**src/ecal_pkg.sv**
```systemverilog
// Shared constants, types and helpers for the epoch-seconds to calendar converter.
// No dependencies; imported by every module of the block.
package ecal_pkg;

  // Last calendar year that converts; later inputs are flagged out of range
  localparam int unsigned MAX_YEAR = 9999;

  // Pipeline depth: stage 0 takes the input word, stage NSTG-1 is the output register
  localparam int unsigned NSTG = 13;

  localparam longint unsigned SECS_PER_MIN  = 60;
  localparam longint unsigned SECS_PER_HOUR = 60 * 60;
  localparam longint unsigned SECS_PER_DAY  = 60 * 60 * 24;

  // Days per 400-year era, and the day number of 1970-01-01 counted from 0000-03-01
  localparam longint unsigned DAYS_PER_ERA  = 146097;
  localparam longint unsigned DAYS_TO_EPOCH = 719468;

  // Leap years in 1..1969, then the day count at which MAX_YEAR has ended
  localparam longint unsigned LEAPS_1969 = 1969 / 4 - 1969 / 100 + 1969 / 400;
  localparam longint unsigned DAYS_LIMIT = 365 * (longint'(MAX_YEAR) + 1 - 1970)
                                           + longint'(MAX_YEAR) / 4
                                           - longint'(MAX_YEAR) / 100
                                           + longint'(MAX_YEAR) / 400 - LEAPS_1969;
  localparam logic [39:0] TS_LIMIT = 40'(DAYS_LIMIT * SECS_PER_DAY);

  // Seconds per day split as 2^7 * 675: the low 7 bits bypass the divider
  localparam int unsigned    DAY_LO_BITS = 7;
  localparam longint unsigned DAY_ODD    = SECS_PER_DAY >> DAY_LO_BITS;

  // Exact reciprocals: x / d == (x * ceil(2^k / d)) >> k for x below 2^(k - ceil(log2 d))
  localparam int unsigned SH_675   = 41;
  localparam int unsigned SH_ERA   = 40;
  localparam int unsigned SH_1460  = 29;
  localparam int unsigned SH_36524 = 34;
  localparam int unsigned SH_365   = 27;
  localparam int unsigned SH_100   = 16;
  localparam int unsigned SH_153   = 19;
  localparam int unsigned SH_60S   = 23;
  localparam int unsigned SH_60M   = 17;

  localparam logic [31:0] RCP_675   = 32'(((64'd1 << SH_675) + DAY_ODD - 1) / DAY_ODD);
  localparam logic [22:0] RCP_ERA   = 23'(((64'd1 << SH_ERA) + DAYS_PER_ERA - 1)
                                          / DAYS_PER_ERA);
  localparam logic [18:0] RCP_1460  = 19'(((64'd1 << SH_1460) + 1459) / 1460);
  localparam logic [18:0] RCP_36524 = 19'(((64'd1 << SH_36524) + 36523) / 36524);
  localparam logic [18:0] RCP_365   = 19'(((64'd1 << SH_365) + 364) / 365);
  localparam logic [9:0]  RCP_100   = 10'(((64'd1 << SH_100) + 99) / 100);
  localparam logic [11:0] RCP_153   = 12'(((64'd1 << SH_153) + 152) / 153);
  localparam logic [17:0] RCP_60S   = 18'(((64'd1 << SH_60S) + 59) / 60);
  localparam logic [11:0] RCP_60M   = 12'(((64'd1 << SH_60M) + 59) / 60);

  // One load enable per pipeline stage
  typedef logic [NSTG-1:0] stg_en_t;
  localparam stg_en_t STG_ONES = '1;

  typedef struct packed {
    logic [4:0] hour;
    logic [5:0] minute;
    logic [5:0] second;
  } tod_t;

  typedef struct packed {
    logic [13:0] year;
    logic [3:0]  month;
    logic [4:0]  day;
  } date_t;

  // Day of the March-based year on which month index mp starts
  function automatic logic [8:0] month_start(input logic [3:0] mp);
    logic [8:0] r;
    unique case (mp)
      4'd0:    r = 9'd0;
      4'd1:    r = 9'd31;
      4'd2:    r = 9'd61;
      4'd3:    r = 9'd92;
      4'd4:    r = 9'd122;
      4'd5:    r = 9'd153;
      4'd6:    r = 9'd184;
      4'd7:    r = 9'd214;
      4'd8:    r = 9'd245;
      4'd9:    r = 9'd275;
      4'd10:   r = 9'd306;
      4'd11:   r = 9'd337;
      default: r = 9'd0;
    endcase
    return r;
  endfunction

endpackage

```
**src/ecal_split.sv**
```systemverilog
// Stages 0 to 2: range check and split of the seconds count into days and second of day.
// Depends on ecal_pkg.
module ecal_split (
  input  logic              clk,
  input  ecal_pkg::stg_en_t adv,
  input  logic [39:0]       ts,
  output logic [21:0]       days,
  output logic [16:0]       sod,
  output logic              oor
);
  import ecal_pkg::*;

  logic        oor0_r;
  logic [30:0] q0_r;
  logic [6:0]  lo0_r;
  logic [62:0] prod1_r;
  logic [30:0] q1_r;
  logic [6:0]  lo1_r;
  logic        oor1_r;
  logic [21:0] days2_r;
  logic [16:0] sod2_r;
  logic        oor2_r;

  logic [21:0] days_c;
  logic [31:0] dmul_c;
  logic [30:0] rem_c;

  // Stage 0: compare against the last second, drop the power-of-two part of a day
  always_ff @(posedge clk) begin
    if (adv[0]) begin
      oor0_r <= (ts >= TS_LIMIT);
      q0_r   <= ts[37:DAY_LO_BITS];
      lo0_r  <= ts[DAY_LO_BITS-1:0];
    end
  end

  // Stage 1: multiply by the reciprocal of 675
  always_ff @(posedge clk) begin
    if (adv[1]) begin
      prod1_r <= 63'(q0_r) * 63'(RCP_675);
      q1_r    <= q0_r;
      lo1_r   <= lo0_r;
      oor1_r  <= oor0_r;
    end
  end

  // Stage 2: take the day count and rebuild the second of day from the remainder
  always_comb begin
    days_c = prod1_r[62:SH_675];
    dmul_c = 32'(days_c) * 32'(DAY_ODD);
    rem_c  = q1_r - dmul_c[30:0];
  end

  always_ff @(posedge clk) begin
    if (adv[2]) begin
      days2_r <= days_c;
      sod2_r  <= {rem_c[9:0], lo1_r};
      oor2_r  <= oor1_r;
    end
  end

  assign days = days2_r;
  assign sod  = sod2_r;
  assign oor  = oor2_r;

endmodule

```
**src/ecal_tod.sv**
```systemverilog
// Stages 3 to 11: hour, minute and second from the second of day, delayed to meet the date.
// Depends on ecal_pkg.
module ecal_tod (
  input  logic              clk,
  input  ecal_pkg::stg_en_t adv,
  input  logic [16:0]       sod,
  output ecal_pkg::tod_t    tod
);
  import ecal_pkg::*;

  logic [34:0] pm3_r;
  logic [16:0] sod3_r;
  logic [10:0] mins4_r;
  logic [5:0]  sec4_r;
  logic [22:0] ph5_r;
  logic [10:0] mins5_r;
  logic [5:0]  sec5_r;
  tod_t        tod6_r;
  tod_t        dly_r [7:11];

  logic [10:0] mins_c;
  logic [16:0] mmul_c;
  logic [4:0]  hr_c;
  logic [10:0] hmul_c;

  // Stage 3: multiply by the reciprocal of 60
  always_ff @(posedge clk) begin
    if (adv[3]) begin
      pm3_r  <= 35'(sod) * 35'(RCP_60S);
      sod3_r <= sod;
    end
  end

  // Stage 4: whole minutes of the day and the second within the minute
  always_comb begin
    mins_c = pm3_r[33:SH_60S];
    mmul_c = 17'(mins_c) * 17'(SECS_PER_MIN);
  end

  always_ff @(posedge clk) begin
    if (adv[4]) begin
      mins4_r <= mins_c;
      sec4_r  <= 6'(sod3_r - mmul_c);
    end
  end

  // Stage 5: multiply minutes by the reciprocal of 60
  always_ff @(posedge clk) begin
    if (adv[5]) begin
      ph5_r   <= 23'(mins4_r) * 23'(RCP_60M);
      mins5_r <= mins4_r;
      sec5_r  <= sec4_r;
    end
  end

  // Stage 6: hour and minute within the hour
  always_comb begin
    hr_c   = ph5_r[21:SH_60M];
    hmul_c = 11'(hr_c) * 11'(SECS_PER_MIN);
  end

  always_ff @(posedge clk) begin
    if (adv[6]) begin
      tod6_r.hour   <= hr_c;
      tod6_r.minute <= 6'(mins5_r - hmul_c);
      tod6_r.second <= sec5_r;
    end
  end

  // Stages 7 to 11: hold the time of day in step with the date path
  always_ff @(posedge clk) begin
    if (adv[7]) begin
      dly_r[7] <= tod6_r;
    end
    for (int k = 8; k <= 11; k++) begin
      if (adv[k]) begin
        dly_r[k] <= dly_r[k-1];
      end
    end
  end

  assign tod = dly_r[11];

endmodule

```
**src/ecal_date.sv**
```systemverilog
// Stages 3 to 11: Gregorian year, month and day from the day count by 400-year eras.
// Depends on ecal_pkg.
module ecal_date (
  input  logic              clk,
  input  ecal_pkg::stg_en_t adv,
  input  logic [21:0]       days,
  output ecal_pkg::date_t   date
);
  import ecal_pkg::*;

  logic [21:0] z3_r;
  logic [44:0] ep3_r;
  logic [4:0]  era4_r;
  logic [17:0] doe4_r;
  logic [36:0] p1460_r;
  logic [36:0] p36524_r;
  logic        last5_r;
  logic [17:0] doe5_r;
  logic [4:0]  era5_r;
  logic [17:0] t6_r;
  logic [17:0] doe6_r;
  logic [4:0]  era6_r;
  logic [36:0] py7_r;
  logic [17:0] doe7_r;
  logic [4:0]  era7_r;
  logic [8:0]  yoe8_r;
  logic [2:0]  c100_8_r;
  logic [17:0] doe8_r;
  logic [4:0]  era8_r;
  logic [8:0]  doy9_r;
  logic [13:0] y9_r;
  logic [3:0]  mp10_r;
  logic [8:0]  doy10_r;
  logic [13:0] y10_r;
  date_t       date11_r;

  logic [21:0] z_c;
  logic [4:0]  era_c;
  logic [21:0] emul_c;
  logic [8:0]  yoe_c;
  logic [18:0] m100_c;
  logic [17:0] ydays_c;
  logic [10:0] v153_c;
  logic [22:0] pm_c;
  logic        jan_feb_c;

  // Stage 3: rebase to 0000-03-01 and multiply by the reciprocal of an era
  always_comb begin
    z_c = days + 22'(DAYS_TO_EPOCH);
  end

  always_ff @(posedge clk) begin
    if (adv[3]) begin
      z3_r  <= z_c;
      ep3_r <= 45'(z_c) * 45'(RCP_ERA);
    end
  end

  // Stage 4: era number and day of era
  always_comb begin
    era_c  = ep3_r[44:SH_ERA];
    emul_c = 22'(era_c) * 22'(DAYS_PER_ERA);
  end

  always_ff @(posedge clk) begin
    if (adv[4]) begin
      era4_r <= era_c;
      doe4_r <= 18'(z3_r - emul_c);
    end
  end

  // Stage 5: leap corrections within the era by reciprocal multiplies
  always_ff @(posedge clk) begin
    if (adv[5]) begin
      p1460_r  <= 37'(doe4_r) * 37'(RCP_1460);
      p36524_r <= 37'(doe4_r) * 37'(RCP_36524);
      last5_r  <= (doe4_r == 18'(DAYS_PER_ERA - 1));
      doe5_r   <= doe4_r;
      era5_r   <= era4_r;
    end
  end

  // Stage 6: day of era with leap days folded out
  always_ff @(posedge clk) begin
    if (adv[6]) begin
      t6_r   <= doe5_r - 18'(p1460_r[36:SH_1460]) + 18'(p36524_r[36:SH_36524])
                - 18'(last5_r);
      doe6_r <= doe5_r;
      era6_r <= era5_r;
    end
  end

  // Stage 7: multiply by the reciprocal of 365
  always_ff @(posedge clk) begin
    if (adv[7]) begin
      py7_r  <= 37'(t6_r) * 37'(RCP_365);
      doe7_r <= doe6_r;
      era7_r <= era6_r;
    end
  end

  // Stage 8: year of era and its century count
  always_comb begin
    yoe_c  = py7_r[35:SH_365];
    m100_c = 19'(yoe_c) * 19'(RCP_100);
  end

  always_ff @(posedge clk) begin
    if (adv[8]) begin
      yoe8_r   <= yoe_c;
      c100_8_r <= m100_c[18:SH_100];
      doe8_r   <= doe7_r;
      era8_r   <= era7_r;
    end
  end

  // Stage 9: day of the March-based year and the year number
  always_comb begin
    ydays_c = 18'(yoe8_r) * 18'd365 + 18'(yoe8_r[8:2]) - 18'(c100_8_r);
  end

  always_ff @(posedge clk) begin
    if (adv[9]) begin
      doy9_r <= 9'(doe8_r - ydays_c);
      y9_r   <= 14'(era8_r) * 14'd400 + 14'(yoe8_r);
    end
  end

  // Stage 10: March-based month index
  always_comb begin
    v153_c = 11'(doy9_r) * 11'd5 + 11'd2;
    pm_c   = 23'(v153_c) * 23'(RCP_153);
  end

  always_ff @(posedge clk) begin
    if (adv[10]) begin
      mp10_r  <= pm_c[22:SH_153];
      doy10_r <= doy9_r;
      y10_r   <= y9_r;
    end
  end

  // Stage 11: calendar month and day; January and February belong to the next year
  always_comb begin
    jan_feb_c = (mp10_r >= 4'd10);
  end

  always_ff @(posedge clk) begin
    if (adv[11]) begin
      date11_r.day   <= 5'(doy10_r - month_start(mp10_r) + 9'd1);
      date11_r.month <= jan_feb_c ? (mp10_r - 4'd9) : (mp10_r + 4'd3);
      date11_r.year  <= y10_r + 14'(jan_feb_c);
    end
  end

  assign date = date11_r;

endmodule

```
**src/epoch_seconds_to_calendar_unit.sv**
```systemverilog
// Top level of the epoch-seconds to calendar converter: stage control and output register.
// Depends on ecal_pkg, ecal_split, ecal_tod and ecal_date.
//
//  channel  | direction | handshake          | words
//  ---------+-----------+--------------------+---------------------------------------------
//  in_      | into      | in_valid/in_stall  | epoch_seconds
//  out_     | out of    | out_valid/out_stall| year month day hour minute second out_of_range
//
// Thirteen register stages, from stage 0 to the output register; when nothing stalls,
// one word enters and one leaves every cycle.
// The longest stage holds one reciprocal multiply of up to 31 x 32 bits.
// Reset empties every stage; no clearing sweep follows it.
// A stall on out_ holds the output register; earlier stages keep filling their empty slots
// and in_stall rises only once every stage holds a word.
module epoch_seconds_to_calendar_unit (
  input  logic        clk,
  input  logic        rst_n,
  input  logic        in_valid,
  output logic        in_stall,
  input  logic [39:0] in_epoch_seconds,
  output logic        out_valid,
  input  logic        out_stall,
  output logic [13:0] out_year,
  output logic [3:0]  out_month,
  output logic [4:0]  out_day,
  output logic [4:0]  out_hour,
  output logic [5:0]  out_minute,
  output logic [5:0]  out_second,
  output logic        out_out_of_range
);
  import ecal_pkg::*;

  stg_en_t     vld_r;
  stg_en_t     adv;
  logic [11:3] oor_r;
  logic [21:0] days;
  logic [16:0] sod;
  logic        oor;
  tod_t        tod;
  date_t       date;

  logic [13:0] year_r;
  logic [3:0]  month_r;
  logic [4:0]  day_r;
  logic [4:0]  hour_r;
  logic [5:0]  minute_r;
  logic [5:0]  second_r;
  logic        oor_out_r;

  // Advance a stage when it is empty or every stage after it up to the output moves
  always_comb begin
    for (int k = 0; k < NSTG; k++) begin
      adv[k] = !out_stall || !(&(vld_r | (STG_ONES >> (NSTG - k))));
    end
  end

  // Carry valid bits along with the words
  always_ff @(posedge clk) begin
    if (!rst_n) begin
      vld_r <= '0;
    end else begin
      if (adv[0]) begin
        vld_r[0] <= in_valid;
      end
      for (int k = 1; k < NSTG; k++) begin
        if (adv[k]) begin
          vld_r[k] <= vld_r[k-1];
        end
      end
    end
  end

  assign in_stall = !adv[0];

  ecal_split u_split (
    .clk  (clk),
    .adv  (adv),
    .ts   (in_epoch_seconds),
    .days (days),
    .sod  (sod),
    .oor  (oor)
  );

  ecal_tod u_tod (
    .clk (clk),
    .adv (adv),
    .sod (sod),
    .tod (tod)
  );

  ecal_date u_date (
    .clk  (clk),
    .adv  (adv),
    .days (days),
    .date (date)
  );

  // Hold the range flag alongside the date and time paths
  always_ff @(posedge clk) begin
    if (adv[3]) begin
      oor_r[3] <= oor;
    end
    for (int k = 4; k <= 11; k++) begin
      if (adv[k]) begin
        oor_r[k] <= oor_r[k-1];
      end
    end
  end

  // Output register: zero every field of an out-of-range word
  always_ff @(posedge clk) begin
    if (adv[NSTG-1]) begin
      oor_out_r <= oor_r[11];
      if (oor_r[11]) begin
        year_r   <= '0;
        month_r  <= '0;
        day_r    <= '0;
        hour_r   <= '0;
        minute_r <= '0;
        second_r <= '0;
      end else begin
        year_r   <= date.year;
        month_r  <= date.month;
        day_r    <= date.day;
        hour_r   <= tod.hour;
        minute_r <= tod.minute;
        second_r <= tod.second;
      end
    end
  end

  assign out_valid        = vld_r[NSTG-1];
  assign out_year         = year_r;
  assign out_month        = month_r;
  assign out_day          = day_r;
  assign out_hour         = hour_r;
  assign out_minute       = minute_r;
  assign out_second       = second_r;
  assign out_out_of_range = oor_out_r;

endmodule

```
**config.mk**
```make
export PLATFORM = sky130hd
export DESIGN_NAME = epoch_seconds_to_calendar_unit
export DESIGN_NICKNAME = d
export VERILOG_FILES = /design/src/ecal_pkg.sv /design/src/ecal_split.sv /design/src/ecal_tod.sv /design/src/ecal_date.sv /design/src/epoch_seconds_to_calendar_unit.sv
export SDC_FILE = /design/constraint.sdc
export NUM_CORES = 2
export LEC_CHECK = 0
export BUFFER_PORTS_ARGS = -buffer_cell sky130_fd_sc_hd__buf_4
export CAP_MARGIN = 15
export CORE_MARGIN = 5
export CORE_UTILIZATION = 35
export CTS_BUF_LIST = sky130_fd_sc_hd__clkbuf_8
export CTS_CLUSTER_DIAMETER = 150
export DETAILED_ROUTE_END_ITERATION = 10
export PLACE_DENSITY = 0.6
export SLEW_MARGIN = 10
export SYNTH_ARGS = -nofsm -noshare
export SYNTH_HDL_FRONTEND = slang
export SYNTH_SLANG_ARGS = --single-unit
```
**constraint.sdc**
```tcl
create_clock -name clk -period 16.43 [get_ports clk]
set_input_delay 0.8215 -clock clk [delete_from_list [all_inputs] [get_ports clk]]
set_output_delay 0.8215 -clock clk [all_outputs]
set_load 0.01 [all_outputs]
```
# ---- Word level (Yosys, flattened, before mapping)
# Memories as Yosys holds them, arrays and structs flattened. A register that Yosys moved wholly into a read port is not among the register bits.
# Index checks and enable logic that the tools add are counted.
# Widths: inputs -> output; s select.
dict set report totals {
  regBits 668
  ramBits 85
  romBits 144
  inputBits 44
  output_inout_bits 43
  elab_cells 165
  mem_count 2
}
# name words word_bits read_ports rd_ports_with_merged_regs write_ports line
set memory_table {}
lappend memory_table {{(no name shown)} 16 9 1 1 0 ecal_pkg.sv:72} ;# unique case (mp)
lappend memory_table {u_tod.dly_r 5 17 5 1 5 ecal_tod.sv:19} ;# tod_t dly_r [7:11];
dict set report classes {
  addsub 18
  mul 16
  order_cmp 2
  n_eq_ne 1
  n_mux 13
  reduce_logical 40
}
# operator count
set op_table {}
lappend op_table {{$mul 31x32->63 const B} 1}
lappend op_table {{$mul 22x22->44 const B} 1}
lappend op_table {{$ge 40x38->1 const B} 1}
lappend op_table {{$mul 18x19->37 const B} 1}
lappend op_table {{$mul 17x18->34 const B} 1}
lappend op_table {{$mul 18x16->34 const B} 1}
lappend op_table {{$mul 18x16->33 const B} 1}
lappend op_table {{$mul 11x12->23 const B} 1}
lappend op_table {{$add 22x20->22 const B} 1}
lappend op_table {{$mul 11x12->22 const B} 1}
lappend op_table {{$mul 22x10->10 const B} 1}
lappend op_table {{$add 18x3->18} 1}
lappend op_table {{$eq 18x18->1 const B} 1}
lappend op_table {{$mul 5x18->18 const B} 1}
lappend op_table {{$sub 18x1->18} 1}
lappend op_table {{$sub 18x18->18} 1}
lappend op_table {{$sub 18x8->18} 1}
lappend op_table {{$logic_not 1->1} 15}
lappend op_table {{$mul 9x6->15 const B} 1}
lappend op_table {{$add 14x1->14} 1}
lappend op_table {{$add 14x9->14} 1}
lappend op_table {{$logic_or 1x1->1} 13}
lappend op_table {{$reduce_and 13->1} 1}
lappend op_table {{$reduce_and 12->1} 1}
lappend op_table {{other kinds (29)} 40}

# ---- Depth between registers and ports, before layout
dict set report logic_depth {
  ltp_word 6
  mapped_depth 32
  depth_no_buf 32
}

# ---- Hierarchy
# From an unflattened synthesis, not the netlist that was laid out.
dict set report hier_totals {
  hier_cells 5940
  hier_area_um2 69011.2
}
# module instances cells_per_inst area_each_um2 seq_area_each_um2
set modules_own_cells {}
lappend modules_own_cells {ecal_date 1 3443 38620.8 7036.7}
lappend modules_own_cells {ecal_split 1 1661 18718.0 3573.4}
lappend modules_own_cells {ecal_tod 1 677 9345.2 4594.4}
lappend modules_own_cells {epoch_seconds_to_calendar_unit 1 159 2327.2 1761.7}

# ---- Least setup slack after synthesis
# OpenSTA, ideal clock, no wires.
dict set report synth_timing {
  path_type {flip-flop to flip-flop}
  start {register u_split.days2_r[2], in the netlist u_split.days[2]}
  end {register u_date.ep3_r[43] (data pin)}
  setup_ps 262
  arrival_ps 7371
  required_ps 16168
  slack_ps 8797
  path_stages_with_launch 33
  path_buffers 0
  period_less_slack_ps 7633
  cell_sequence {edfxtp_1 -> inv_1 -> ha_1 -> nor2b_1 -> nor3_1 -> o21bai_1 -> a21oi_1 -> a21boi_0 -> o21ai_0 -> nor2b_1 -> xor2_1 -> inv_1 -> ha_1 -> fa_1 -> ha_1 -> inv_1 -> fa_1 -> inv_1 -> fa_1 -> fa_1 -> inv_1 -> fa_1 -> inv_1 -> ha_1 -> nand4_1 -> nor2_1 -> nand4_1 -> o211ai_1 -> o221ai_1 -> o221a_2 -> o21a_1 -> o21bai_1 -> xor2_1}
}
dict set report synth_between {
  elab_chain_cells 2
}
# element line
set synth_lines {}
lappend synth_lines {{start, declared} ecal_split.sv:20} ;# logic [21:0] days2_r;
lappend synth_lines {{start signal, assigned} ecal_split.sv:56} ;# days2_r <= days_c;
lappend synth_lines {{$add 22x20->22} ecal_date.sv:49} ;# z_c = days + 22'(DAYS_TO_EPOCH);
lappend synth_lines {{via u_date.z_c[2]} ecal_date.sv:37} ;# logic [21:0] z_c;
lappend synth_lines {{$mul 22x22->44} ecal_date.sv:55} ;# ep3_r <= 45'(z_c) * 45'(RCP_ERA);
lappend synth_lines {{end signal, assigned} ecal_date.sv:55}
lappend synth_lines {{end, declared} ecal_date.sv:12} ;# logic [44:0] ep3_r;
# The timed path passes the listed nets, and every way through them passes these cells.
# A chain may end at the register's enable or synchronous reset.

# ---- Worst setup path after layout
# Ends and elaborated chain as after synthesis.

==> results_dict.tcl <==
set metrics [dict create \
    status "finished clean" \
    crit_path_end_kind "flip-flop" \
    dieWidth_um 451.4 \
    required_ns 16.96 \
    fp.dieH_um 451.4 \
    cts_hold_buf 0 \
    rows 162 \
    post_cts_buffers 0 \
    grt_pass1_wl_um 234500 \
    yosys_warnings 0 \
    fin_crit_sh_pct 53.39 \
    seq_area_um2 16970 \
    critical_path_peak_fanout 9 \
    drc 0 \
    postSynth.asyncResetShare_pct 0 \
    synth_top_area_share_pct 27.56 \
    via_count 39590 \
    drtIter0Drc 1391 \
    drv_slew 0 \
    syn-cell-area_um2 68190 \
    slew_headroom_pct 25.35 \
    htree_num_levels 3 \
    fillers 18770 \
    clock_latency_ns 0.78 \
    ys_types 79 \
    cts_made_buffers 98 \
    drive_gt1_share_pct 4.757 \
    hold_viol 0 \
    setup_viol 0 \
    first_global_vias 44120 \
    vias_per_cell 4.571 \
    crit_type "reg2reg" \
    multi_input_area_um2 45000 \
    tightest_slew_ns 1.120 \
    cts.sinks 571 \
    antenna_found_initial 1 \
    grt_setup_unrepaired "false" \
    critPathMostFrequentCell "inv_1" \
    final_util_pct 38.18 \
    cts.path.max_buffers 3 \
    gr-total-overflow 0 \
    setup_tns_ns 0 \
    worstSetupStartpointType "flip-flop" \
    crit_path_top_delay_cell "fa_1" \
    cts_resized 0 \
    clk_pin_slew_ns 0.06 \
    cap_viol_max_count 0 \
    fin_nets 8508 \
    routed_wirelength_um 142000 \
    ioPinCount 87 \
    port-buffer-count 86 \
    whs_ns 0.2332 \
    syn_inst 5834 \
    core-area_um2 194400 \
    gr-usage-all-layers_pct 14.40 \
    firstDrtPassIters 5 \
    grt_max_degree 51 \
    max_stage_delay_ns 0.54 \
    synthesis.nets 8305 \
    cts_tree "done" \
    min_path_type "in2reg" \
    synthFlopType "edfxtp_1" \
    initial_core_util_pct 35.08 \
    ys_ff_latch 571 \
    yosysTopAreaCell "ha_1" \
    die_area_um2 203800 \
    fmax_ghz 0.1140 \
    hpwl_um 121200 \
    synthTopCellsByArea "ha_1 (28%), fa_1 (27%), edfxtp_1 (24%)" \
    skew_ns 0.05024 \
    clk_root_buffer_cell "clkbuf_8" \
    synth_edf_count 553 \
    gp_congestion 0.8994 \
    wl_per_cell_um 16.39 \
    ant_nets 0 \
    area_delta_synth_final_pct 8.829 \
    layout_min_cycle_time_ns 8.772 \
    crit_arrival_ns 9.30 \
    ys_seq_area_share_pct 24.88 \
    syn_area_per_cell_um2 11.69 \
]
==> cell families (layout without fill, tap and decap cells) <==
kind of cell,after synthesis,count (layout),share of synthesized area [%]
compound gates,490,490,4.805
xor+xnor,233,233,3.004
fa+ha+maj,2427,2427,54.71
buf+inv,1665,1948,9.170
flops,571,571,24.88
mux,6,6,0.1027
other cells,0,2,0
simple gates,442,442,3.326
==> final timing paths <==
| kind | startpoint | end | slack, ns | depth (start not counted) |
|---|---|---|---|---|
| hold reg to reg | u_split.prod1_r[57]$_DFFE_PP_ | u_split.days[16]$_DFFE_PP_ | 0.39 | 0 |
| setup / recovery | u_split.days[2]$_DFFE_PP_ | u_date.ep3_r[43]$_DFFE_PP_ | 7.66 | 32 |
| setup reg to reg | u_split.days[2]$_DFFE_PP_ | u_date.ep3_r[43]$_DFFE_PP_ | 7.66 | 32 |
| hold / removal | in_epoch_seconds[10] | u_split.q0_r[3]$_DFFE_PN_ | 0.23 | 1 |
==> sequential cells by signal, indices dropped and copies added, names as in the netlist, 10 cells and up, named ones only <==
signal           count
out_year            14
u_date.date         23
u_date.doe4_r       18
u_date.doe5_r       18
u_date.t6_r         18
u_date.y10_r        14
u_date.y9_r         14
u_date.z3_r         18
u_split.days        22
u_split.prod1_r     22
u_split.q0_r        31
u_split.q1_r        10
u_split.sod         17
u_tod.dly_r         85
u_tod.mins4_r       11
u_tod.pm3_r         11
u_tod.tod6_r        17
vld_r               13
==> area by class of cell <==
class                           count  area share [%]
Timing Repair Buffer              116           1.173
Tap cell                         2542           4.286
Multi-Input combinational cell   3598           60.63
Inverter                         1652           8.355
Antenna cell                        2        0.006744
Clock inverter                     79          0.8143
Clock buffer                      101           1.873
Sequential cell                   571           22.86
==> layout by cell type (no fill, tap or decap), types with 20 or more instances in the layout <==
master,n
a21o_1,71
o21ai_0,61
nor2b_1,66
xnor2_1,167
xor2_1,65
o211ai_1,20
nand3_1,42
nor3_1,33
nor2_1,100
clkbuf_8,101
edfxtp_1,553
a21oi_1,146
buf_4,116
o21a_1,29
nand4_1,29
ha_1,1502
a31oi_1,20
inv_1,1671
nand2_1,75
clkinv_1,23
fa_1,925
o21bai_1,30
==> critical path: cells and delay by family, from the launching register on <==
family / cells / cell delay (ns)
adders and majority gates: 9 / 3.79
AOI/OAI and AO/OA: 9 / 2.10
and+or+nand+nor: 6 / 0.89
buffers and inverters: 6 / 0.72
xor gates and xnor gates: 2 / 0.57
DFF: 1 / 0.44
==> per-layer routing <==
layer	vias up	share of wire [%]	track usage [%]
li1	19270	-	-
met1	19630	45	18.94
met2	513	49	25.11
met3	187	3.3	1.914
met4	0	2.5	3.653
met5	-	0	0
==> cell usage after synthesis, drive strengths merged (6+ instances only) <==
cell / n
and3: 17
o21ai: 68
nand2: 80
ha: 1502
a211o: 7
xnor2: 168
nand2b: 13
o2111ai: 7
a31o: 7
nor2: 100
o21bai: 30
o21a: 29
nand3: 44
or2: 8
a21o: 72
a21boi: 8
fa: 925
o211ai: 20
a41oi: 8
and4: 6
or3: 13
inv: 1652
edfxtp: 553
and2: 12
a21oi: 148
nor3: 33
nand4: 29
nor2b: 66
a211oi: 20
a31oi: 20
a221oi: 6
xor2: 65
clkbuf: 12
dfxtp: 18
==> through the flow <==
step,cell area [um2],setup WS (ns),cells
6_report,74210,7.658,8661
5_1_grt,74210,6.959,8660
4_1_cts,74210,7.582,8659
3_5_place_dp,72220,7.623,8479
3_3_place_gp,72220,7.729,8479
2_1_floorplan,68190,8.797,5834
Power is not shown: default switching activity piles up to over one toggle a cycle in this logic, so the estimate is an artifact.
